File: src/rtl/core/acol_pkg.sv
// shared types and constants for the box collision table
`timescale 1ns / 1ps

package acol_pkg;

    localparam int ENTRIES = 32;
    localparam int CNT_W   = $clog2(ENTRIES + 1);

    localparam int S_DATA_W = 72;
    localparam int M_DATA_W = 16;

    typedef enum logic [2:0] {
        OP_ADD    = 3'd0,
        OP_REMOVE = 3'd1,
        OP_MOVE   = 3'd2,
        OP_LIST   = 3'd3,
        OP_ANY    = 3'd4
    } op_t;

    typedef enum logic [2:0] {
        STAT_OK       = 3'd0,
        STAT_FULL     = 3'd1,
        STAT_NOTFOUND = 3'd2,
        STAT_HIT      = 3'd3,
        STAT_NOHIT    = 3'd4
    } status_t;

    typedef enum logic [1:0] {
        S_IDLE,
        S_ADD,
        S_SCAN,
        S_DONE
    } state_t;

    typedef struct packed {
        logic [7:0]         handle;
        logic signed [15:0] x;
        logic signed [15:0] y;
        logic [11:0]        w;
        logic [11:0]        h;
    } box_t;

    // broadcast from the controller to every cell
    typedef struct packed {
        logic start;
        logic advance;
        logic rm_shift;
        logic mv_wr;
    } cell_ctl_t;

    // what the cell holding the scan token reports back
    typedef struct packed {
        logic       hit;
        logic       match;
        logic [7:0] handle;
    } cell_rpt_t;

endpackage

File: src/rtl/core/acol_cell.sv
// one table slot: stored box, scan token and overlap test
`timescale 1ns / 1ps

module acol_cell import acol_pkg::*; (
    input  logic      aclk,
    input  logic      aresetn,
    input  cell_ctl_t ctl,
    input  box_t      query,
    input  logic      add_sel,
    input  logic      tok_seed,
    input  logic      tok_prev,
    input  logic      tok_next,
    input  box_t      next_box,
    output logic      tok,
    output box_t      box,
    output cell_rpt_t rpt
);

    logic tok_reg;
    logic tok_nxt;
    box_t box_reg;
    box_t box_next;

    logic               same;
    logic               ovl;
    logic signed [17:0] qx0, qx1, qy0, qy1;
    logic signed [17:0] bx0, bx1, by0, by1;

    function automatic logic signed [17:0] sx(logic signed [15:0] v);
        return {{2{v[15]}}, v};
    endfunction

    function automatic logic signed [17:0] ux(logic [11:0] v);
        return {6'b0, v};
    endfunction

    always_comb begin
        qx0 = sx(query.x);
        qy0 = sx(query.y);
        qx1 = qx0 + ux(query.w);
        qy1 = qy0 + ux(query.h);
        bx0 = sx(box_reg.x);
        by0 = sx(box_reg.y);
        bx1 = bx0 + ux(box_reg.w);
        by1 = by0 + ux(box_reg.h);
        ovl = (qx0 < bx1) && (qx1 > bx0) && (qy0 < by1) && (qy1 > by0);
        same = (box_reg.handle == query.handle);
    end

    always_comb begin
        tok_nxt = tok_reg;
        if (ctl.start) begin
            tok_nxt = tok_seed;
        end else if (ctl.advance) begin
            tok_nxt = tok_prev;
        end

        box_next = box_reg;
        if (add_sel) begin
            box_next = query;
        end else if (tok_next && ctl.advance && ctl.rm_shift) begin
            // close the gap left by the removed entry
            box_next = next_box;
        end else if (tok_reg && ctl.advance && ctl.mv_wr && same) begin
            box_next.x = query.x;
            box_next.y = query.y;
        end
    end

    always_ff @(posedge aclk) begin
        if (!aresetn) begin
            tok_reg <= 1'b0;
        end else begin
            tok_reg <= tok_nxt;
        end
    end

    always_ff @(posedge aclk) begin
        box_reg <= box_next;
    end

    assign tok        = tok_reg;
    assign box        = box_reg;
    assign rpt.match  = tok_reg && same;
    assign rpt.hit    = tok_reg && !same && ovl;
    assign rpt.handle = tok_reg ? box_reg.handle : 8'd0;

endmodule

File: config.mk
export PLATFORM = sky130hd
export DESIGN_NAME = acol_cell
export DESIGN_NICKNAME = d
export VERILOG_FILES = /design/src/rtl/core/acol_pkg.sv /design/src/rtl/core/acol_cell.sv
export SDC_FILE = /design/constraint.sdc
export NUM_CORES = 1
export LEC_CHECK = 0
export BUFFER_PORTS_ARGS = -buffer_cell sky130_fd_sc_hd__buf_2
export CORE_ASPECT_RATIO = 2
export CORE_MARGIN = 2
export CORE_UTILIZATION = 53
export DETAILED_ROUTE_END_ITERATION = 8
export PLACE_DENSITY = 0.83
export SLEW_MARGIN = 20
export SYNTH_ARGS = -nofsm -noshare
export SYNTH_HDL_FRONTEND = slang
export SYNTH_SLANG_ARGS = --single-unit
File: constraint.sdc
create_clock -name aclk -period 5.4 [get_ports aclk]
set_clock_uncertainty 0.2 [all_clocks]
set_input_delay 1.08 -clock aclk [delete_from_list [all_inputs] [get_ports aclk]]
set_output_delay 1.08 -clock aclk [all_outputs]
set_load 0.05 [all_outputs]
; ---- After elaboration in Yosys (flattened, before gate mapping)
; Index checks and enable logic that the tools add are counted.
[totals]
regBits = 65
inputBits = 138
output_inout_bits = 75
wordCells = 38
[op_classes]
add_sub_neg = 4
order_cmp = 4
eq_ne = 1
muxes = 8
reduce_logical = 15
[ops]
columns = op, count
row1 = $add 16x13->17, 4
row2 = $mux 32, 2
row3 = $mux 64, 1
row4 = $gt 17x16->1, 2
row5 = $lt 16x17->1, 2
row6 = $mux 24, 1
row7 = $mux 8, 2
row8 = $logic_and 1x1->1, 11
row9 = $eq 8x8->1, 1
row10 = $reduce_bool 2->1, 2
row11 = $reduce_bool 3->1, 1
row12 = $mux 1, 2
row13 = $logic_not 1->1, 1

; ---- Logic depth before layout (Yosys ltp)
; Gate-level depths: netlist (run 1).
[logic_depth]
depth_word = 6
depth_mapped = 17
ltp_nobuf = 17

; ---- Worst setup path before layout (run 1)
; Ideal clock, no wire load.
[synth_path]
path_kind = reg2out
from = register box_reg (netlist bit box[12])
to = output port rpt[9] in the netlist's numbering
arrival_time_ps = 4697
required_ps = 4120
slack_ps = -577
stages_incl_launch_ff = 18
path_buffers = 0
path_cell_list = edfxtp_1 > ha_1 > fa_1 > a211o_1 > a21oi_2 > o21ai_1 > a21oi_2 > nor2b_1 > o21a_1 > o31ai_1 > ha_1 > a21oi_1 > nor2b_1 > a2111oi_0 > o21ai_0 > o221ai_1 > a21oi_1 > nor3_1
[synth_rtl]
columns = item, line
row1 = "start, declared", acol_cell.sv:21  ; box_t box_reg;
row2 = "start signal, assigned", acol_cell.sv:79  ; box_reg <= box_next;
row3 = "end, declared", acol_cell.sv:16  ; output cell_rpt_t rpt

==> qor.csv, run 1 <==
stage,metric,value,unit
min_path,hold_class,reg2reg,
clocking,clk_latency,0.33,ns
grt,antenna_found_initial,0,
timing,finalSetupViolations,1,
route,finalWirelength,21900,µm
placement,pre_cts_ws,-0.438,ns
grt,grt_max_degree,35,
synth,synthesis.nets,950,
route,first_pass_iters,7,
floorplan,dieArea,14000,µm²
route,routed_via_density,5.90,
timing,drv_slew,0,
placement,dp_hpwl,17100,µm
synth,synth_top_area_cell,edfxtp_1,
clocking,clk_path_buf_depth,2,
clocking,htreeDepth,3,
status,violations,setup timing,
clocking,cts_root_buffer,clkbuf_16,
synth,syn-cell-area,6880,µm²
grt,grt_pass1_wl,32700,µm
pwr,leakage,4.41,nW
clocking,path_clk_slew,0.06,ns
synth,ys_seq_area_share,28.2,%
timing,period_share,103,%
pwr,peakVddDrop,0.224,mV
placement,place_congestion,0.939,
floorplan,core.rowCount,58,
synth,synth_ff_type,edfxtp_1,
timing,final_hold_viol_count,0,
route,vias,6719,
critical_path,critPathKind,in2out,
clocking,cts_buffers,9,
route,antenna_left,0,
synth,synth_cell_types,65,
synth,yosysMostFrequentCell,ha_1,
floorplan,initial_core_util,54.5,%
synth,synthTopCellsByArea,"edfxtp_1 (28%), ha_1 (21%), mux2_2 (10%)",
floorplan,die_w,84.6,µm
route,drt_iter0_markers,254,
final_layout,diodes,0,
route,drc,0,
grt,grt_overflow,0,
synth,synth_edf_count,64,
critical_path,worstPathArrival,4.26,ns
critical_path,endpoint_kind,output pin,
floorplan,ios,213,
synth,synth_warnings,0,
timing,clock.fmax,180,MHz
status,outcome,finished with violations,
timing,slew_headroom,28.7,%
final_layout,area.growth.synth_to_final,34.0,%
critical_path,cp_data_required_time,4.12,ns
synth,async_reset_ff_share,0,%
critical_path,crit_fanout,2,
synth,synthCells,694,
grt,grt_usage,29.8,%
clocking,clock_sinks,65,
timing,period_needed,5.54,ns
critical_path,start_kind,input port,
final_layout,fin_nets,1239,
floorplan,core_area,12600,µm²
placement,portBuffers,212,
synth,yosysTopAreaCellShare,27.9,%
clocking,cts_tree,done,
floorplan,fp.dieH,165,µm
critical_path,path_cells,"buf_4, ha_4, inv_2, fa_2, nor2b_4, o21bai_2, a31oi_2, a311oi_2, a21oi_2, buf_4, xor2_1, ha_1, nand4_1, a21oi_1, a2111oi_2, o211ai_1, o211ai_1, nor3_4, buf_6",
grt,grt_pass1_vias,7098,
timing,layout_setup_ws,-0.141,ns
synth,synth_seq_cells,65,
synth,synthTopCellsByCount,"ha_1 (114), edfxtp_1 (64), mux2_2 (64)",
final_layout,largest_register_ffs,64,
critical_path,cp_slowest_stage_delay,0.38,ns
flow_run,max_cap_violations,0,
timing,rsz0062_at_grt,yes,
pwr,cellPowerDensity,284,nW/µm²
timing,worstMarginPinSlew,1.07,ns
route,wl_per_cell,19.2,µm
critical_path,slowest_stage,fa_2,
final_layout,drive_gt1_share,43.0,%
synth,syn_area_per_cell,9.92,µm²
final_layout,final_util,73.0,%
clocking,ctsHoldBuffers,0,
==> metal layers <==
| layer | GRT usage (%) | up-vias | wire (µm) |
|---|---|---|---|
| li1 | - | 3180 | - |
| met5 | 0 | - | 0 |
| met2 | 61.3 | 258 | 12800 |
| met4 | 20.6 | 0 | 1510 |
| met1 | 25.6 | 3186 | 6850 |
| met3 | 2.88 | 95 | 734 |
==> layout by cell type (no fill, tap or decap), drive strengths merged, types with 3 or more instances in the layout <==
cell	synthesis	layout
buf	4	289
ha	114	114
mux2	64	64
edfxtp	64	64
inv	60	61
a21oi	49	49
nand2	35	35
xnor2	33	33
o21ai	31	31
nor2	27	27
nand3	23	23
a21o	20	20
xor2	17	17
o21a	16	16
and2	11	11
nand4	10	10
nor2b	10	10
nor3	10	10
clkbuf	7	9
o21bai	7	7
nand2b	6	6
a211oi	6	6
a2111oi	5	5
nor3b	4	4
o211ai	4	4
fa	4	4
o31ai	4	4
clkinv	0	4
a211o	3	3
and3	3	3
or2	3	3
o22ai	3	3
o2111ai	3	3
o311ai	3	3
==> logic make-up (layout without fill, tap and decap cells) <==
logic type / after synthesis / after routing / synth area share [%]
XOR/XNOR: 50 / 50 / 6.36
multiplexers: 66 / 66 / 10.8
AO/OA/AOI/OAI: 177 / 177 / 18.2
adder cells (fa/ha/maj): 118 / 118 / 21.9
flip-flops: 65 / 65 / 28.2
AND/OR/NAND/NOR: 147 / 147 / 10.7
buffers and inverters: 71 / 365 / 3.87
==> layout make-up <==
cell class              count  area [µm²]
clock inverters             7        70.1
flip-flops and latches     65        1940
multi-input cells         558        4900
clock buffers               9         225
well taps                 150         188
repair buffers            289        1680
inverters                  60         225
fillers                   930        3400
==> through the flow <==
stage          power (mW)  std cells  hold WS [ns]  TNS (ns)  cell area [µm²]
5_1_grt              2.77       1138         0.746    -0.295             9220
6_report             2.62       1138         0.669    -0.141             9220
4_1_cts              2.59       1136         0.689    -0.163             9140
2_1_floorplan        1.55        694         0.855         0             6890
3_3_place_gp         1.90       1105         0.648    -0.372             8550
3_5_place_dp         1.93       1105         0.675    -0.438             8550
==> worst paths after layout <==
check                                    endpoint  slack (ns)  cells after the start              start
worst min register to register   tok$_SDFFE_PN0P_        0.67                      3   tok$_SDFFE_PN0P_
worst min-delay path             tok$_SDFFE_PN0P_        0.67                      3   tok$_SDFFE_PN0P_
worst max-delay path                       rpt[9]       -0.14                     19          query[12]
worst max register to register  box[55]$_DFFE_PP_        2.68                      5  box[57]$_DFFE_PP_
==> repair_timing <==
action / in CTS / in global routing
endpoints found under the hold margin: 0 / 0
endpoints found under the setup margin: 1 / 1
resized for setup: 46 / 13
pin swaps: 40 / 17
setup buffers: 16 / 2
==> power by group <==
| group | internal, mW | leakage, nW | total, mW | switching [mW] |
|---|---|---|---|---|
| Sequential | 0.620 | 0.641 | 0.670 | 0.0497 |
| Clock | 0.357 | 0.146 | 0.592 | 0.234 |
| Combinational | 0.568 | 3.62 | 1.36 | 0.793 |
| Total | 1.55 | 4.41 | 2.62 | 1.08 |
==> critical path, delay by kind of cell <==
kind | cells | cell delay [ns]
adder cells (fa/ha/maj) | 3 | 0.78
buffers and inverters | 4 | 0.45
XOR/XNOR | 1 | 0.18
AND/OR/NAND/NOR | 3 | 0.32
AO/OA/AOI/OAI | 8 | 1.44
Note: power is estimated with default switching activity, not from simulation.
==> run 2, diff against run 1 <==
Settings changed: MAX_ROUTING_LAYER set to met4.
==> qor.csv, run 2 (synthesis results as in run 1) <==
stage,metric,value,unit
route,drc,0,
grt,grt_max_degree,35,
clocking,cts_buffers,9,
grt,grt_overflow,0,
timing,worstMarginPinSlew,1.04,ns
route,drt_iter0_markers,223,
status,violations,setup timing,
pwr,p_total,2.59,mW
placement,dp.cells,1107,
critical_path,cp_data_required_time,4.12,ns
route,routed_via_density,5.89,
floorplan,ios,213,
clocking,cts_tree,done,
final_layout,final_cell_mix,"buf_2 (207), ha_1 (108), buf_4 (75)",
final_layout,layout_commonest_cell,buf_2,
clocking,cts_root_buffer,clkbuf_16,
critical_path,crit_fanout,3,
status,outcome,finished with violations,
final_layout,multiInputGateArea,4880,µm²
timing,period_needed,5.59,ns
timing,drv_slew,0,
critical_path,path_cells,"buf_6, ha_4, inv_2, fa_2, nor2b_2, o31a_1, o21ai_2, o2bb2ai_4, o211ai_1, a21o_1, a41o_1, ha_4, buf_4, nand3_4, nor3_2, o31ai_1, o311ai_1, o211ai_1, nor3_4, buf_6",
pwr,peakVddDrop,0.187,mV
final_layout,seq_area,1940,µm²
flow_run,max_cap_violations,0,
grt,grt_usage,30.9,%
timing,layout_setup_ws,-0.193,ns
placement,pre_cts_ws,-0.528,ns
route,finalWirelength,21900,µm
critical_path,cp_slowest_stage_delay,0.31,ns
final_layout,nFillCells,935,
critical_path,path_buf_inv,4,
floorplan,core.rowCount,58,
final_layout,largest_register_ffs,64,
timing,clock.fmax,179,MHz
clocking,path_clk_slew,0.06,ns
floorplan,initial_core_util,54.5,%
final_layout,fin_nets,1238,
final_layout,area.growth.synth_to_final,33.5,%
critical_path,endpoint_kind,output pin,
placement,postPlaceCellArea,8570,µm²
placement,portBuffers,212,
timing,finalSetupViolations,1,
placement,dp_hpwl,17000,µm
critical_path,path_depth,20,
route,first_pass_iters,5,
floorplan,dieArea,14000,µm²
critical_path,critPathKind,in2out,
clocking,clk_latency,0.34,ns
grt,antenna_found_initial,0,
grt,grt_pass1_vias,7081,
timing,final_hold_viol_count,0,
final_layout,drive_gt1_share,42.2,%
timing,rsz0062_at_grt,yes,
route,wl_per_cell,19.2,µm
route,vias,6702,
placement,place_congestion,0.957,
timing,slew_headroom,30.5,%
clocking,htreeDepth,3,
floorplan,core_area,12600,µm²
clocking,ctsHoldBuffers,0,
min_path,hold_class,reg2reg,
min_path,whs_path_depth,3,
final_layout,diodes,0,
grt,grt_pass1_wl,32700,µm
floorplan,die_w,84.6,µm
critical_path,rr_worst_depth,5,
critical_path,start_kind,input port,
pwr,leakage,4.40,nW
critical_path,worstPathArrival,4.31,ns
final_layout,final_cells,1137,
timing,period_share,104,%
floorplan,fp.dieH,165,µm
clocking,clk_path_buf_depth,2,
critical_path,slowest_stage,o31a_1,
route,antenna_left,0,
clocking,clock_sinks,65,
critical_path,path_delay_family,compound AO/OA/AOI/OAI gates,
pwr,cellPowerDensity,281,nW/µm²
final_layout,design_area,9190,µm²
-- run 2: changes by cell type in the layout (fill, tap and decap cells not counted), moves of 2 or more --
| cell | delta |
|---|---|
| buf_4 | -3 |
| nand3_2 | -2 |
| o21ai_1 | -3 |
| o21ai_0 | +3 |
-- run 2: area by class of cell --
cell class / count / share of cell area (%)
inverters: 60 / 2.48
flip-flops and latches: 65 / 21.1
repair buffers: 288 / 18.2
clock buffers: 10 / 2.60
well taps: 150 / 2.04
clock inverters: 6 / 0.463
multi-input cells: 558 / 53.1
-- run 2: metal layers --
layer,global-route usage [%],wire length (µm),up-vias
met5,-,0,-
met4,20.7,1590,0
met3,4.22,874,99
met2,61.0,12600,276
met1,25.7,6830,3148
li1,-,-,3179
-- run 2: timing repair --
item / 4_1_cts / 5_1_grt
endpoints found under the hold margin: 0 / 0
resized for setup: 34 / 17
gates cloned: 0 / 0
buffers inserted: 11 / 4
pin swaps: 33 / 18
endpoints found under the setup margin: 1 / 1
-- run 2: report_power, final --
group | switching, mW | internal, mW | leakage, nW | total [mW]
Combinational | 0.781 | 0.561 | 3.62 | 1.34
Clock | 0.249 | 0.324 | 0.135 | 0.573
Sequential | 0.0506 | 0.620 | 0.641 | 0.671
-- run 2: worst register-to-register path: stages, from the launching register on --
cell and delay (ns):
edfxtp_1 0.44, xnor2_1 0.18, nand4_1 0.13, nor2_1 0.25
and2_1 0.19, a31o_2 0.85
-- run 2: through the flow --
stage | setup TNS [ns] | hold slack (ns) | util, %
2_1_floorplan | 0 | 0.855 | -
3_3_place_gp | -0.442 | 0.651 | 67.9
3_5_place_dp | -0.528 | 0.686 | 67.9
4_1_cts | -0.216 | 0.693 | 71.8
5_1_grt | -0.365 | 0.728 | 72.8
6_report | -0.193 | 0.688 | 72.8
-- run 2: worst paths after layout --
path	slack, ns	startpoint	end
max	-0.19	query[0]	rpt[9]
min	0.69	tok$_SDFFE_PN0P_	tok$_SDFFE_PN0P_
max reg2reg	2.76	box[62]$_DFFE_PP_	box[35]$_DFFE_PP_
min reg2reg	0.69	tok$_SDFFE_PN0P_	tok$_SDFFE_PN0P_
