$ cat src/rtl/core/acol_pkg.sv
// shared types and constants for the box collision table
`timescale 1ns / 1ps

package acol_pkg;

    localparam int ENTRIES = 32;
    localparam int CNT_W   = $clog2(ENTRIES + 1);

    localparam int S_DATA_W = 72;
    localparam int M_DATA_W = 16;

    typedef enum logic [2:0] {
        OP_ADD    = 3'd0,
        OP_REMOVE = 3'd1,
        OP_MOVE   = 3'd2,
        OP_LIST   = 3'd3,
        OP_ANY    = 3'd4
    } op_t;

    typedef enum logic [2:0] {
        STAT_OK       = 3'd0,
        STAT_FULL     = 3'd1,
        STAT_NOTFOUND = 3'd2,
        STAT_HIT      = 3'd3,
        STAT_NOHIT    = 3'd4
    } status_t;

    typedef enum logic [1:0] {
        S_IDLE,
        S_ADD,
        S_SCAN,
        S_DONE
    } state_t;

    typedef struct packed {
        logic [7:0]         handle;
        logic signed [15:0] x;
        logic signed [15:0] y;
        logic [11:0]        w;
        logic [11:0]        h;
    } box_t;

    // broadcast from the controller to every cell
    typedef struct packed {
        logic start;
        logic advance;
        logic rm_shift;
        logic mv_wr;
    } cell_ctl_t;

    // what the cell holding the scan token reports back
    typedef struct packed {
        logic       hit;
        logic       match;
        logic [7:0] handle;
    } cell_rpt_t;

endpackage

$ cat src/rtl/core/acol_ctrl.sv
// sequencer: entry count, scan walk, hit buffering and result register
`timescale 1ns / 1ps

module acol_ctrl import acol_pkg::*; (
    input  logic             aclk,
    input  logic             aresetn,
    input  logic             s_tvalid,
    output logic             s_tready,
    input  op_t              in_op,
    input  box_t             in_box,
    input  cell_rpt_t        rpt,
    output cell_ctl_t        ctl,
    output logic             add_wr,
    output box_t             query,
    output logic [CNT_W-1:0] count,
    output logic             m_tvalid,
    input  logic             m_tready,
    output status_t          m_status,
    output logic [7:0]       m_handle,
    output logic             m_last
);

    state_t           state_reg, state_next;
    op_t              op_reg, op_next;
    box_t             q_reg, q_next;
    logic [CNT_W-1:0] count_reg, count_next;
    logic [CNT_W-1:0] scan_reg, scan_next;
    logic             found_reg, found_next;
    logic             full_reg, full_next;
    logic             pend_vld_reg, pend_vld_next;
    logic [7:0]       pend_hdl_reg, pend_hdl_next;
    logic             m_vld_reg, m_vld_next;
    status_t          m_stat_reg, m_stat_next;
    logic [7:0]       m_hdl_reg, m_hdl_next;
    logic             m_last_reg, m_last_next;

    logic out_free;
    logic is_query;
    logic scan_end;
    logic rec;
    logic emit_mid;
    logic advance;
    logic start;

    always_comb begin
        out_free = !m_vld_reg || m_tready;
        is_query = (op_reg == OP_LIST) || (op_reg == OP_ANY);
        scan_end = (scan_reg == count_reg);
        // an any query keeps only its first hit
        rec      = is_query && rpt.hit && ((op_reg == OP_LIST) || !pend_vld_reg);
        // a newer hit means the buffered one is not the last
        emit_mid = rec && pend_vld_reg;
        advance  = (state_reg == S_SCAN) && !scan_end && (!emit_mid || out_free);
    end

    always_comb begin
        state_next    = state_reg;
        op_next       = op_reg;
        q_next        = q_reg;
        count_next    = count_reg;
        scan_next     = scan_reg;
        found_next    = found_reg;
        full_next     = full_reg;
        pend_vld_next = pend_vld_reg;
        pend_hdl_next = pend_hdl_reg;
        m_vld_next    = m_vld_reg && !m_tready;
        m_stat_next   = m_stat_reg;
        m_hdl_next    = m_hdl_reg;
        m_last_next   = m_last_reg;
        s_tready      = 1'b0;
        add_wr        = 1'b0;
        start         = 1'b0;

        case (state_reg)
            S_IDLE: begin
                s_tready = 1'b1;
                if (s_tvalid) begin
                    op_next = in_op;
                    q_next  = in_box;
                    case (in_op)
                        OP_ADD: begin
                            state_next = S_ADD;
                        end
                        OP_REMOVE, OP_MOVE, OP_LIST, OP_ANY: begin
                            start         = 1'b1;
                            scan_next     = '0;
                            found_next    = 1'b0;
                            pend_vld_next = 1'b0;
                            state_next    = S_SCAN;
                        end
                        default: begin
                            state_next = S_IDLE;
                        end
                    endcase
                end
            end
            S_ADD: begin
                if (count_reg == CNT_W'(ENTRIES)) begin
                    full_next = 1'b1;
                end else begin
                    full_next  = 1'b0;
                    add_wr     = 1'b1;
                    count_next = count_reg + CNT_W'(1);
                end
                state_next = S_DONE;
            end
            S_SCAN: begin
                if (scan_end) begin
                    if ((op_reg == OP_REMOVE) && found_reg) begin
                        count_next = count_reg - CNT_W'(1);
                    end
                    state_next = S_DONE;
                end else if (advance) begin
                    scan_next = scan_reg + CNT_W'(1);
                    if (rpt.match) begin
                        found_next = 1'b1;
                    end
                    if (rec) begin
                        pend_vld_next = 1'b1;
                        pend_hdl_next = rpt.handle;
                    end
                    if (emit_mid) begin
                        m_vld_next  = 1'b1;
                        m_stat_next = STAT_HIT;
                        m_hdl_next  = pend_hdl_reg;
                        m_last_next = 1'b0;
                    end
                end
            end
            S_DONE: begin
                if (out_free) begin
                    m_vld_next  = 1'b1;
                    m_last_next = 1'b1;
                    m_hdl_next  = 8'd0;
                    case (op_reg)
                        OP_ADD: begin
                            m_stat_next = full_reg ? STAT_FULL : STAT_OK;
                        end
                        OP_REMOVE, OP_MOVE: begin
                            m_stat_next = found_reg ? STAT_OK : STAT_NOTFOUND;
                        end
                        OP_LIST, OP_ANY: begin
                            m_stat_next = pend_vld_reg ? STAT_HIT : STAT_NOHIT;
                            m_hdl_next  = pend_vld_reg ? pend_hdl_reg : 8'd0;
                        end
                        default: begin
                            m_stat_next = STAT_OK;
                        end
                    endcase
                    state_next = S_IDLE;
                end
            end
            default: begin
                state_next = S_IDLE;
            end
        endcase
    end

    always_ff @(posedge aclk) begin
        if (!aresetn) begin
            state_reg    <= S_IDLE;
            count_reg    <= '0;
            pend_vld_reg <= 1'b0;
            found_reg    <= 1'b0;
            m_vld_reg    <= 1'b0;
        end else begin
            state_reg    <= state_next;
            count_reg    <= count_next;
            pend_vld_reg <= pend_vld_next;
            found_reg    <= found_next;
            m_vld_reg    <= m_vld_next;
        end
    end

    always_ff @(posedge aclk) begin
        op_reg       <= op_next;
        q_reg        <= q_next;
        scan_reg     <= scan_next;
        full_reg     <= full_next;
        pend_hdl_reg <= pend_hdl_next;
        m_stat_reg   <= m_stat_next;
        m_hdl_reg    <= m_hdl_next;
        m_last_reg   <= m_last_next;
    end

    assign ctl.start    = start;
    assign ctl.advance  = advance;
    assign ctl.rm_shift = (op_reg == OP_REMOVE) && found_reg;
    assign ctl.mv_wr    = (op_reg == OP_MOVE) && !found_reg;
    assign query        = q_reg;
    assign count        = count_reg;
    assign m_tvalid     = m_vld_reg;
    assign m_status     = m_stat_reg;
    assign m_handle     = m_hdl_reg;
    assign m_last       = m_last_reg;

endmodule

$ cat config.mk
export PLATFORM = sky130hd
export DESIGN_NAME = acol_ctrl
export DESIGN_NICKNAME = d
export VERILOG_FILES = /design/src/rtl/core/acol_pkg.sv /design/src/rtl/core/acol_ctrl.sv
export SDC_FILE = /design/constraint.sdc
export NUM_CORES = 1
export LEC_CHECK = 0
export BUFFER_PORTS_ARGS = -buffer_cell sky130_fd_sc_hd__buf_2
export CAP_MARGIN = 20
export CORE_ASPECT_RATIO = 0.8
export CORE_MARGIN = 4
export CORE_UTILIZATION = 25
export CTS_BUF_LIST = sky130_fd_sc_hd__clkbuf_4 sky130_fd_sc_hd__clkbuf_8
export DETAILED_ROUTE_END_ITERATION = 8
export PLACE_DENSITY_LB_ADDON = 0.05
export SYNTH_ARGS = -nofsm -noshare
export SYNTH_HDL_FRONTEND = slang
export SYNTH_SLANG_ARGS = --single-unit
$ cat constraint.sdc
create_clock -name aclk -period 3.1 [get_ports aclk]
set_input_delay 0.31 -clock aclk [delete_from_list [all_inputs] [get_ports aclk]]
set_output_delay 0.31 -clock aclk [all_outputs]
set_load 0.05 [all_outputs]
== Yosys cells after proc, flatten, opt, wreduce, memory -nomap -nowiden ==
Index checks and enable logic that the tools add are counted.
Cells by class
  $add $sub $neg: 3
  equal/unequal tests: 24
  reductions and logical operators: 35
  muxes and demuxes: 57
  bitwise gates (word level): 1
Operators with widths (number)
  $mux 8: 6
  $mux 6: 7
  $mux 1: 24
  $pmux 6 s2: 2
  $ne 2x2->1 const B: 10
  $pmux 8 s2: 1
  $mux 3: 5
  $add 6x1->6 const B: 2
  $eq 3x2->1 const B: 4
  $reduce_and 6->1: 2
  $reduce_and 5->1: 2
  $pmux 3 s3: 1
  $logic_and 1x1->1: 8
  $mux 2: 4
  $pmux 1 s2: 4
  $pmux 2 s4: 1
  $reduce_and 4->1: 2
  $eq 3x1->1 const B: 2
  $eq 3x3->1 const B: 2
  $eq 6x6->1: 1
  $eq 6x6->1 const B: 1
  $logic_not 1->1: 6
  $logic_not 3->1: 2
  $pmux 3 s2: 1
  13 further kinds: 20
Word-level totals
  word-level logic and storage cells: 137
  bits in registers: 105
  input port bits: 81
  output and inout port bits: 89

== Depth between registers and ports, before layout ==
Gate-level depths: netlist of run 1.
  word-level depth: 11
  mapped depth: 10
  gate-level depth less buffers: 9

== Least setup slack after synthesis of run 1 ==
OpenSTA, ideal clock, no wires.
  path kind: register to register
  start: register state_reg[0]
  end: register scan_reg[0] (enable)
  data arrival time: 3340 ps
  path buffers: 0
  period minus slack after synthesis: 3654 ps
  stages on the path, launching flop included: 8
  library setup time: 314 ps
  setup slack: -554 ps
  cell sequence: dfxtp_1 inv_1 ha_1 and2_1 nand3_1 o21ai_0 nand3_1 inv_1
Between the ends
  cells in the longest elaborated chain, start to end: 5
  elaborated cells on any way between the ends: 10
  those cells by class: 5 x eq/ne; 5 x reduce/logical
Ends and longest elaborated chain
  start, declared: line acol_ctrl.sv:23  | state_t state_reg, state_next;
  start signal, assigned: line acol_ctrl.sv:167  | state_reg <= state_next;
  $eq 2x2->1: line acol_ctrl.sv:53, acol_ctrl.sv:74
  $logic_and 1x1->1 (2 in a row): line acol_ctrl.sv:53  | advance = (state_reg == S_SCAN) && !scan_end && (!emit_mid || out_free);
  $ne 2x2->1 (no line)
  $reduce_and 5->1 (no line) *
  end signal, assigned: line acol_ctrl.sv:178  | scan_reg <= scan_next;
  end, declared: line acol_ctrl.sv:27  | logic [CNT_W-1:0] scan_reg, scan_next;
Every way passes the cells marked *; elsewhere a longest branch is shown, timed or not.
A chain may end at the register's enable or synchronous reset.

== Worst setup path after layout of run 1 ==
  start: register state_reg[0]
  end: register count_reg[4], in the netlist count[4]
Between the ends
  cells in the longest elaborated chain, start to end: 3
  elaborated cells on any way between the ends: 8
  those cells by class: 5 x eq/ne; 1 x mux; 2 x reduce/logical
Ends and longest elaborated chain
  $eq 2x1->1 or $eq 2x2->1 (tied branches): line acol_ctrl.sv:74  | case (state_reg)
  $ne 2x2->1 (no line) or $reduce_bool 2->1 (tied branches)
  $reduce_and 4->1 (no line)
  end signal, assigned: line acol_ctrl.sv:168  | count_reg <= count_next;
  end, declared: line acol_ctrl.sv:26  | logic [CNT_W-1:0] count_reg, count_next;
Several ways; a longest one is shown, not always the timed one.

==> impl_metrics.tcl, run 1 <==
set metrics [dict create \
    status "completed" \
    routed_wl_um 9760 \
    clock_latency_ps 370 \
    yosys_register_bits 105 \
    antenna_found_initial 2 \
    syn2layout_area_growth_pct 33.3 \
    grt_max_degree 68 \
    post_cts_resized 0 \
    drv_slew 0 \
    fin_crit_sh_pct 81.6 \
    clock-sinks 105 \
    dp_hpwl_um 7270 \
    crit_fanout 13 \
    total_leakage_power_uw 0.00218 \
    synth_top_area_share_pct 70.1 \
    slew_headroom_pct 43.7 \
    cp_data_required_time_ps 3370 \
    nNetsFinal 520 \
    ant_nets 0 \
    netSwitchingPower_uw 1980 \
    period_needed_ps 2530 \
    gp_congestion 0.732 \
    p_int_uw 2820 \
    end_kind "flop" \
    die_height_um 122 \
    worstSetupStartpointType "flop" \
    core_area_um2 15800 \
    p_sw_share_pct 41.3 \
    crit_arrival_ps 2800 \
    syn_inst 251 \
    timing.setup.tns_ps 0 \
    synth_top_area_cell "edfxtp_1" \
    seq_power_share_pct 42.5 \
    io_pins 170 \
    synthTopCellsByArea "edfxtp_1 70%, dfxtp_1 5.5%, ha_1 2.8%, xnor2_1 2.4%, and2_1 1.6%" \
    async_flop_share_pct 0 \
    num_vias 2622 \
    final-setup-viol-count 0 \
    comb_power_share_pct 37.2 \
    io_buffers 169 \
    yosysWarnings 0 \
    syn_area_um2 4030 \
    root_buffer "clkbuf_8" \
    grt_overflow 0 \
    timing.clock.skew_ps 7.91 \
    drtIter0Drc 181 \
    hold_viol_final 0 \
    p_per_area_nw_per_um2 895 \
    worstSetupPathType "flop to flop" \
    cts_tree "yes" \
    synth_commonest_cells "94 x edfxtp_1, 14 x nor2_1, 12 x nand2_1" \
    largest_reg_flops 64 \
    pwr-share-clk_pct 20.3 \
    ys_seq_area_share_pct 75.6 \
    r2r_cells 9 \
    drc 0 \
    grt_pass1_wl_um 14400 \
    clk_pin_slew_ps 100 \
    drive_gt1_share_pct 45.6 \
    p_total_uw 4800 \
    synth_cell_types 46 \
    drt_first_pass_iters 4 \
    syn_area_per_cell_um2 16.0 \
    hp-class "input pin to flop" \
    ys.flop_type "edfxtp_1" \
    wl_per_cell_um 15.0 \
    fill_cells 1622 \
    fp.dieW_um 150 \
    num_rows 41 \
    grt_pass1_vias 2626 \
    yosysMostFrequentCell "edfxtp_1" \
    cts_made_buffers 9 \
    rsz0062_at_grt "false" \
    avgViaCountPerCell 4.03 \
    holdBufCountCts 0 \
    grt_usage_pct 10.6 \
    min_path_cells 1 \
    die_area_um2 18200 \
    irDropWorstVdd_uv 270 \
    synth_nets 342 \
    max-clock-path-buffers 2 \
    cap_viol_max_count 0 \
    synth_edf_count 94 \
    htree_num_levels 3 \
    post_cts_buffers 0 \
    start_util_pct 25.5 \
    worstMarginPinSlew_ps 844 \
    max_freq_ghz 0.395 \
]
[metal layers]
metal	track usage (%)	share of wire [%]	wire length (um)
met5	0	0.082	8
met4	3.94	1.9	185
met3	4.67	8.7	846
met2	17.5	50	4830
met1	12.1	40	3890
[path summary, 6_finish.rpt]
kind / slack (ps) / end / start
max: 570 / count[4]$_SDFFE_PN0P_ / state_reg[0]$_SDFFE_PN0P_
min: 100 / query[49]$_DFFE_PP_ / in_box[49]
min reg2reg: 510 / found_reg$_SDFFE_PN0P_ / found_reg$_SDFFE_PN0P_
max reg2reg: 570 / count[4]$_SDFFE_PN0P_ / state_reg[0]$_SDFFE_PN0P_
[critical path: stages (launching register included)]
cell and delay [ps]:
dfxtp_1 350, inv_1 90, ha_1 510, clkinv_1 380
fa_1 490, inv_1 70, a21o_1 100, a21oi_1 70
xnor2_1 120, a41o_1 230
[cells in the final DEF (no fill, tap or decap), drive strengths merged, types with 3 or more instances in the layout]
| cell type | Yosys | routed |
|---|---|---|
| and2 | 11 | 11 |
| nor2b | 5 | 5 |
| xnor2 | 11 | 11 |
| a21o | 3 | 3 |
| inv | 11 | 13 |
| nand2 | 13 | 13 |
| nor4b | 3 | 3 |
| edfxtp | 94 | 94 |
| a21oi | 7 | 7 |
| dfxtp | 11 | 11 |
| clkinv | 1 | 3 |
| buf | 4 | 172 |
| clkbuf | 1 | 10 |
| nor2 | 15 | 15 |
| o21ai | 7 | 7 |
| mux2i | 4 | 4 |
| o21a | 3 | 3 |
| ha | 9 | 9 |
| nor3 | 3 | 3 |
| a311oi | 4 | 4 |
| nand3 | 8 | 8 |
[power groups by stage]
stage | sequential [uW] | combinational, uW | clock, uW
detailed placement | 2080 | 1820 | 0
global route | 2070 | 1920 | 1090
CTS | 2050 | 1820 | 1020
finish | 2040 | 1790 | 974
global placement | 2080 | 1820 | 0
floorplan | 2750 | 676 | 0
[logic make-up (layout without fill, tap and decap cells)]
| kind of cell | after synthesis | in the layout | share of synthesized area (%) |
|---|---|---|---|
| AO/OA/AOI/OAI | 32 | 32 | 5.35 |
| XOR/XNOR | 13 | 13 | 2.83 |
| adder cells (fa/ha/maj) | 10 | 10 | 3.29 |
| buffers and inverters | 17 | 200 | 1.83 |
| flip-flops | 105 | 105 | 75.6 |
| multiplexers | 4 | 4 | 0.994 |
| other | 0 | 1 | 0 |
| AND/OR/NAND/NOR | 70 | 70 | 10.1 |
[final cells by class]
type / instances / area [um2] / share of cell area, %
diodes: 1 / 2.50 / 0.0466
multi-input cells: 129 / 911 / 17.0
flip-flops and latches: 105 / 3040 / 56.7
clock buffers: 10 / 131 / 2.45
repair buffers: 172 / 868 / 16.2
well taps: 215 / 269 / 5.01
clock inverters: 6 / 97.6 / 1.82
inverters: 12 / 45.0 / 0.839
[stage by stage]
| step | worst slack (ps) | area [um2] | hold WS [ps] | cells | util (%) |
|---|---|---|---|---|---|
| floorplan | 202 | 4030 | 409 | 251 | - |
| global placement | 645 | 5140 | 486 | 633 | 32.5 |
| detailed placement | 562 | 5140 | 488 | 633 | 32.5 |
| CTS | 532 | 5370 | 68.8 | 649 | 34.0 |
| global route | 347 | 5370 | 58.0 | 650 | 34.0 |
| finish | 569 | 5370 | 103 | 650 | 34.0 |
(Power assumes the default switching activity.)
==> run 2: changes to the inputs <==
clock period = 2.1 ns   (was 3.1 ns; I/O delays follow)
==> impl_metrics.tcl, run 2 (synthesis gave the netlist of run 1 again) <==
set metrics [dict create \
    hp-start "in_op[0]" \
    worstMarginPinSlew_ps 612 \
    clock-sinks 105 \
    total_leakage_power_uw 0.00252 \
    cp_data_required_time_ps 1890 \
    cp-startpoint "count[5]$_SDFFE_PN0P_" \
    num_rows 41 \
    nNetsFinal 599 \
    timing.setup.tns_ps 0 \
    routed_wl_um 10600 \
    die_area_um2 18200 \
    clock_latency_ps 370 \
    max_freq_ghz 0.503 \
    crit_arrival_ps 1780 \
    p_per_area_nw_per_um2 1170 \
    hold_viol_final 0 \
    num_vias 2954 \
    gp_congestion 0.733 \
    core_area_um2 15800 \
    period_needed_ps 1990 \
    irDropWorstVdd_uv 407 \
    fin_crit_sh_pct 94.6 \
    drv_slew 0 \
    clk_pin_slew_ps 110 \
    largest_reg_flops 64 \
    root_buffer "clkbuf_8" \
    grt_util_met2_pct 19.6 \
    grt_max_degree 68 \
    cap_viol_max_count 0 \
    post_dp_cell_area_um2 5260 \
    crit_fanout 7 \
    avgViaCountPerCell 4.06 \
    io_buffers 169 \
    drtIter0Drc 136 \
    placed_cells 640 \
    busiest_layer "met2" \
    syn2layout_area_growth_pct 54.1 \
    rsz0062_at_grt "false" \
    fin_util_pct 39.3 \
    final-setup-viol-count 0 \
    io_pins 170 \
    worstSetupPathType "flop to output port" \
    post_cts_buffers 0 \
    grt_pass1_wl_um 16200 \
    r2r-start "op_reg[0]$_DFFE_PP_" \
    worstSetupStartpointType "flop" \
    antenna_found_initial 0 \
    dp_hpwl_um 7730 \
    fp.dieW_um 150 \
    end_kind "output port" \
    grt_usage_pct 11.6 \
    hp-class "input pin to flop" \
    timing.clock.skew_ps 8.70 \
    status "completed" \
    final_common_cell "buf_2" \
    cts_made_buffers 9 \
    use_met1_pct 14.0 \
    htree_num_levels 3 \
    ant_nets 0 \
    final_cell_mix "167 x buf_2, 94 x edfxtp_1, 72 x dlygate4sd3_1" \
    drt_first_pass_iters 4 \
    grt_pass1_vias 2999 \
    drc 0 \
    start_util_pct 25.5 \
    drive_gt1_share_pct 42.5 \
    cts_tree "yes" \
    max-clock-path-buffers 2 \
    final_cell_count_no_fill 728 \
    fill_cells 1574 \
    finish.instance_area_um2 6210 \
    diodes 0 \
    grt_overflow 0 \
    gr-usage-met3_pct 4.07 \
    wl_per_cell_um 14.6 \
    slew_headroom_pct 58.9 \
    die_height_um 122 \
]
run 2: cell count changes in the layout (fill, tap and decap cells not counted), moves of 2 or more:
cell	previous run	this run
ha_4	0	2
o21ai_0	6	4
buf_4	3	9
dfxtp_2	0	6
buf_12	0	3
ha_1	9	7
dfxtp_1	11	5
clkinvlp_4	0	2
dlygate4sd3_1	0	72
buf_2	169	167
run 2: layout make-up:
type	count	area (um2)	area share [%]
clock buffers	10	131	2.12
clock inverters	6	66.3	1.07
multi-input cells	129	960	15.5
repair buffers	251	1680	27.1
inverters	12	45.0	0.726
flip-flops and latches	105	3050	49.2
well taps	215	269	4.33
run 2: critical path, cell delays in order (launching register included):
cell and delay [ps]:
dfxtp_2 440, or4b_4 520, nor3_2 170, nor2b_1 60, buf_2 210
run 2: path summary, 6_finish.rpt:
kind / cells after the start / slack, ps / end
worst min-delay path: 1 / 50 / op_reg[0]$_DFFE_PP_
worst min register to register: 1 / 530 / m_handle[1]$_DFFE_PP_
worst max register to register: 4 / 270 / m_status[1]$_SDFFCE_PN1P_
worst max-delay path: 4 / 110 / add_wr
run 2: metrics by stage:
stage | hold slack (ps) | power (uW) | setup slack (ps)
global route | 25.7 | 7700 | 5.29
finish | 49.7 | 7280 | 113
CTS | 16.9 | 7390 | 1.27
floorplan | 309 | 5110 | -6.85
detailed placement | 388 | 5950 | 0.879
global placement | 386 | 5940 | 77.5
run 2: timing repair:
item | CTS | global route
cloned | 0 | 0
pin swaps | 0 | 0
endpoints found under the setup margin | 3 | 2
hold buffers | 72 | 0
endpoints found under the hold margin | 72 | 0
gates resized for setup | 4 | 3
run 2: per-layer routing:
layer / share of wire (%) / wire length [um]
met5: 0 / 0
met4: 1.2 / 130
met2: 52 / 5480
met1: 41 / 4320
met3: 6.6 / 707
run 2: where the power goes:
part	switching [uW]	internal (uW)	total, uW
clock network	727	568	1290
registers	199	2820	3020
logic	2090	883	2970
total	3010	4270	7280
==> run 3: changes to the inputs <==
CORE_ASPECT_RATIO = 1.5   (was 0.8)
==> impl_metrics.tcl, run 3 (synthesis gave the netlist of run 1 again) <==
set metrics [dict create \
    status "completed" \
    comb_power_share_pct 43.3 \
    crit_fanout 5 \
    end_kind "output port" \
    cap_viol_max_count 0 \
    num_rows 56 \
    period_needed_ps 2020 \
    drt_first_pass_iters 4 \
    post_dp_cell_area_um2 5360 \
    clk_pin_slew_ps 110 \
    clock-sinks 105 \
    cp_data_required_time_ps 1890 \
    timing.clock.skew_ps 16.1 \
    slew_headroom_pct 57.6 \
    diodes 0 \
    netSwitchingPower_uw 3110 \
    p_per_area_nw_per_um2 1190 \
    core_area_um2 15700 \
    final-setup-viol-count 0 \
    max_freq_ghz 0.495 \
    final_common_cell "buf_2" \
    antenna_found_initial 0 \
    clock_latency_ps 370 \
    worstSetupPathType "flop to output port" \
    worstMarginPinSlew_ps 633 \
    finish.instance_area_um2 6200 \
    drive_gt1_share_pct 46.5 \
    grt_overflow 0 \
    fill_cells 1581 \
    cts_tree "yes" \
    die_height_um 163 \
    dp_hpwl_um 8510 \
    io_buffers 169 \
    fp.dieW_um 112 \
    max-clock-path-buffers 2 \
    root_buffer "clkbuf_8" \
    drv_slew 0 \
    syn2layout_area_growth_pct 54.0 \
    fin_util_pct 39.5 \
    drtIter0Drc 93 \
    cts_made_buffers 9 \
    crit_arrival_ps 1810 \
    grt_usage_pct 12.5 \
    grt_pass1_wl_um 17500 \
    ant_nets 0 \
    seq_power_share_pct 40.1 \
    io_pins 170 \
    fin_crit_sh_pct 96.2 \
    avgViaCountPerCell 4.16 \
    nNetsFinal 606 \
    pwr-share-clk_pct 16.7 \
    drc 0 \
    routed_wl_um 11300 \
    gp_congestion 0.736 \
    hold_viol_final 0 \
    final_cell_mix "166 x buf_2, 94 x edfxtp_1, 58 x dlygate4sd3_1" \
    hp-class "input pin to flop" \
    grt_max_degree 45 \
    worstSetupStartpointType "flop" \
    start_util_pct 25.7 \
    p_sw_share_pct 42.2 \
    die_area_um2 18200 \
    grt_pass1_vias 3245 \
    htree_num_levels 3 \
    p_int_uw 4270 \
    largest_reg_flops 64 \
    total_leakage_power_uw 0.00256 \
    irDropWorstVdd_uv 547 \
    num_vias 3009 \
    wl_per_cell_um 15.7 \
    timing.setup.tns_ps 0 \
]
-- run 3: changes by cell type in the layout (fill, tap and decap cells not counted), moves of 2 or more --
cell,before,now
buf_12,3,1
clkinv_2,0,2
clkinvlp_4,2,0
buf_4,9,32
dlygate4sd3_1,72,58
-- run 3: worst paths after layout --
path | from | to | slack (ps) | cells after the start
worst min-delay path | in_box[3] | query[3]$_DFFE_PP_ | 30 | 1
worst min register to register | found_reg$_SDFFE_PN0P_ | found_reg$_SDFFE_PN0P_ | 510 | 2
worst max-delay path | count[1]$_SDFFE_PN0P_ | add_wr | 80 | 5
worst max register to register | state_reg[0]$_SDFFE_PN0P_ | count[5]$_SDFFE_PN0P_ | 140 | 9
-- run 3: power by group through the flow --
| stage | combinational, uW | clock (uW) | sequential [uW] |
|---|---|---|---|
| 3_3_place_gp | 3060 | 0 | 3000 |
| 5_1_grt | 3400 | 1380 | 3010 |
| 3_5_place_dp | 3070 | 0 | 3020 |
| 4_1_cts | 3180 | 1300 | 2970 |
| 2_1_floorplan | 1050 | 0 | 4070 |
| 6_report | 3200 | 1230 | 2960 |
-- run 3: repair_timing --
item,4_1_cts,5_1_grt
endpoints found under the hold margin,53,5
setup endpoints to repair,3,3
hold buffers,53,5
gates resized for setup,3,10
buffers inserted,1,1
pin swaps,0,0
-- run 3: worst max-delay path, stage by stage, from the launching register on --
cell	delay [ps]
dfxtp_2	350
buf_4	160
or4b_4	520
nor3_4	140
nor2b_1	80
buf_4	190
-- run 3: cell type report --
| type | count | area, um2 | share of cell area [%] |
|---|---|---|---|
| multi-input combinational | 129 | 985 | 15.9 |
| sequential | 105 | 3050 | 49.2 |
| clock buffer | 9 | 124 | 2.00 |
| tap | 203 | 254 | 4.10 |
| timing repair buffer | 258 | 1680 | 27.1 |
| inverter | 12 | 45.0 | 0.726 |
| clock inverter | 7 | 63.8 | 1.03 |
-- run 3: routing by layer --
layer  vias up  track usage, %  routed length, um
met5         -               0                  0
met4         0            4.43                150
met3         7            2.45                507
met2        87            24.6               6480
met1      1456            12.8               4190
li1       1459               -                  -
-- run 3: per-stage QoR --
stage | power (uW) | cells | worst slack (ps) | hold WS [ps]
2_1_floorplan | 5110 | 251 | -6.85 | 309
3_3_place_gp | 6070 | 647 | 4.21 | 387
3_5_place_dp | 6080 | 647 | -52.5 | 388
4_1_cts | 7450 | 717 | 10.4 | 0.841
5_1_grt | 7790 | 723 | -11.8 | 0.860
6_report | 7390 | 723 | 80.8 | 28.1
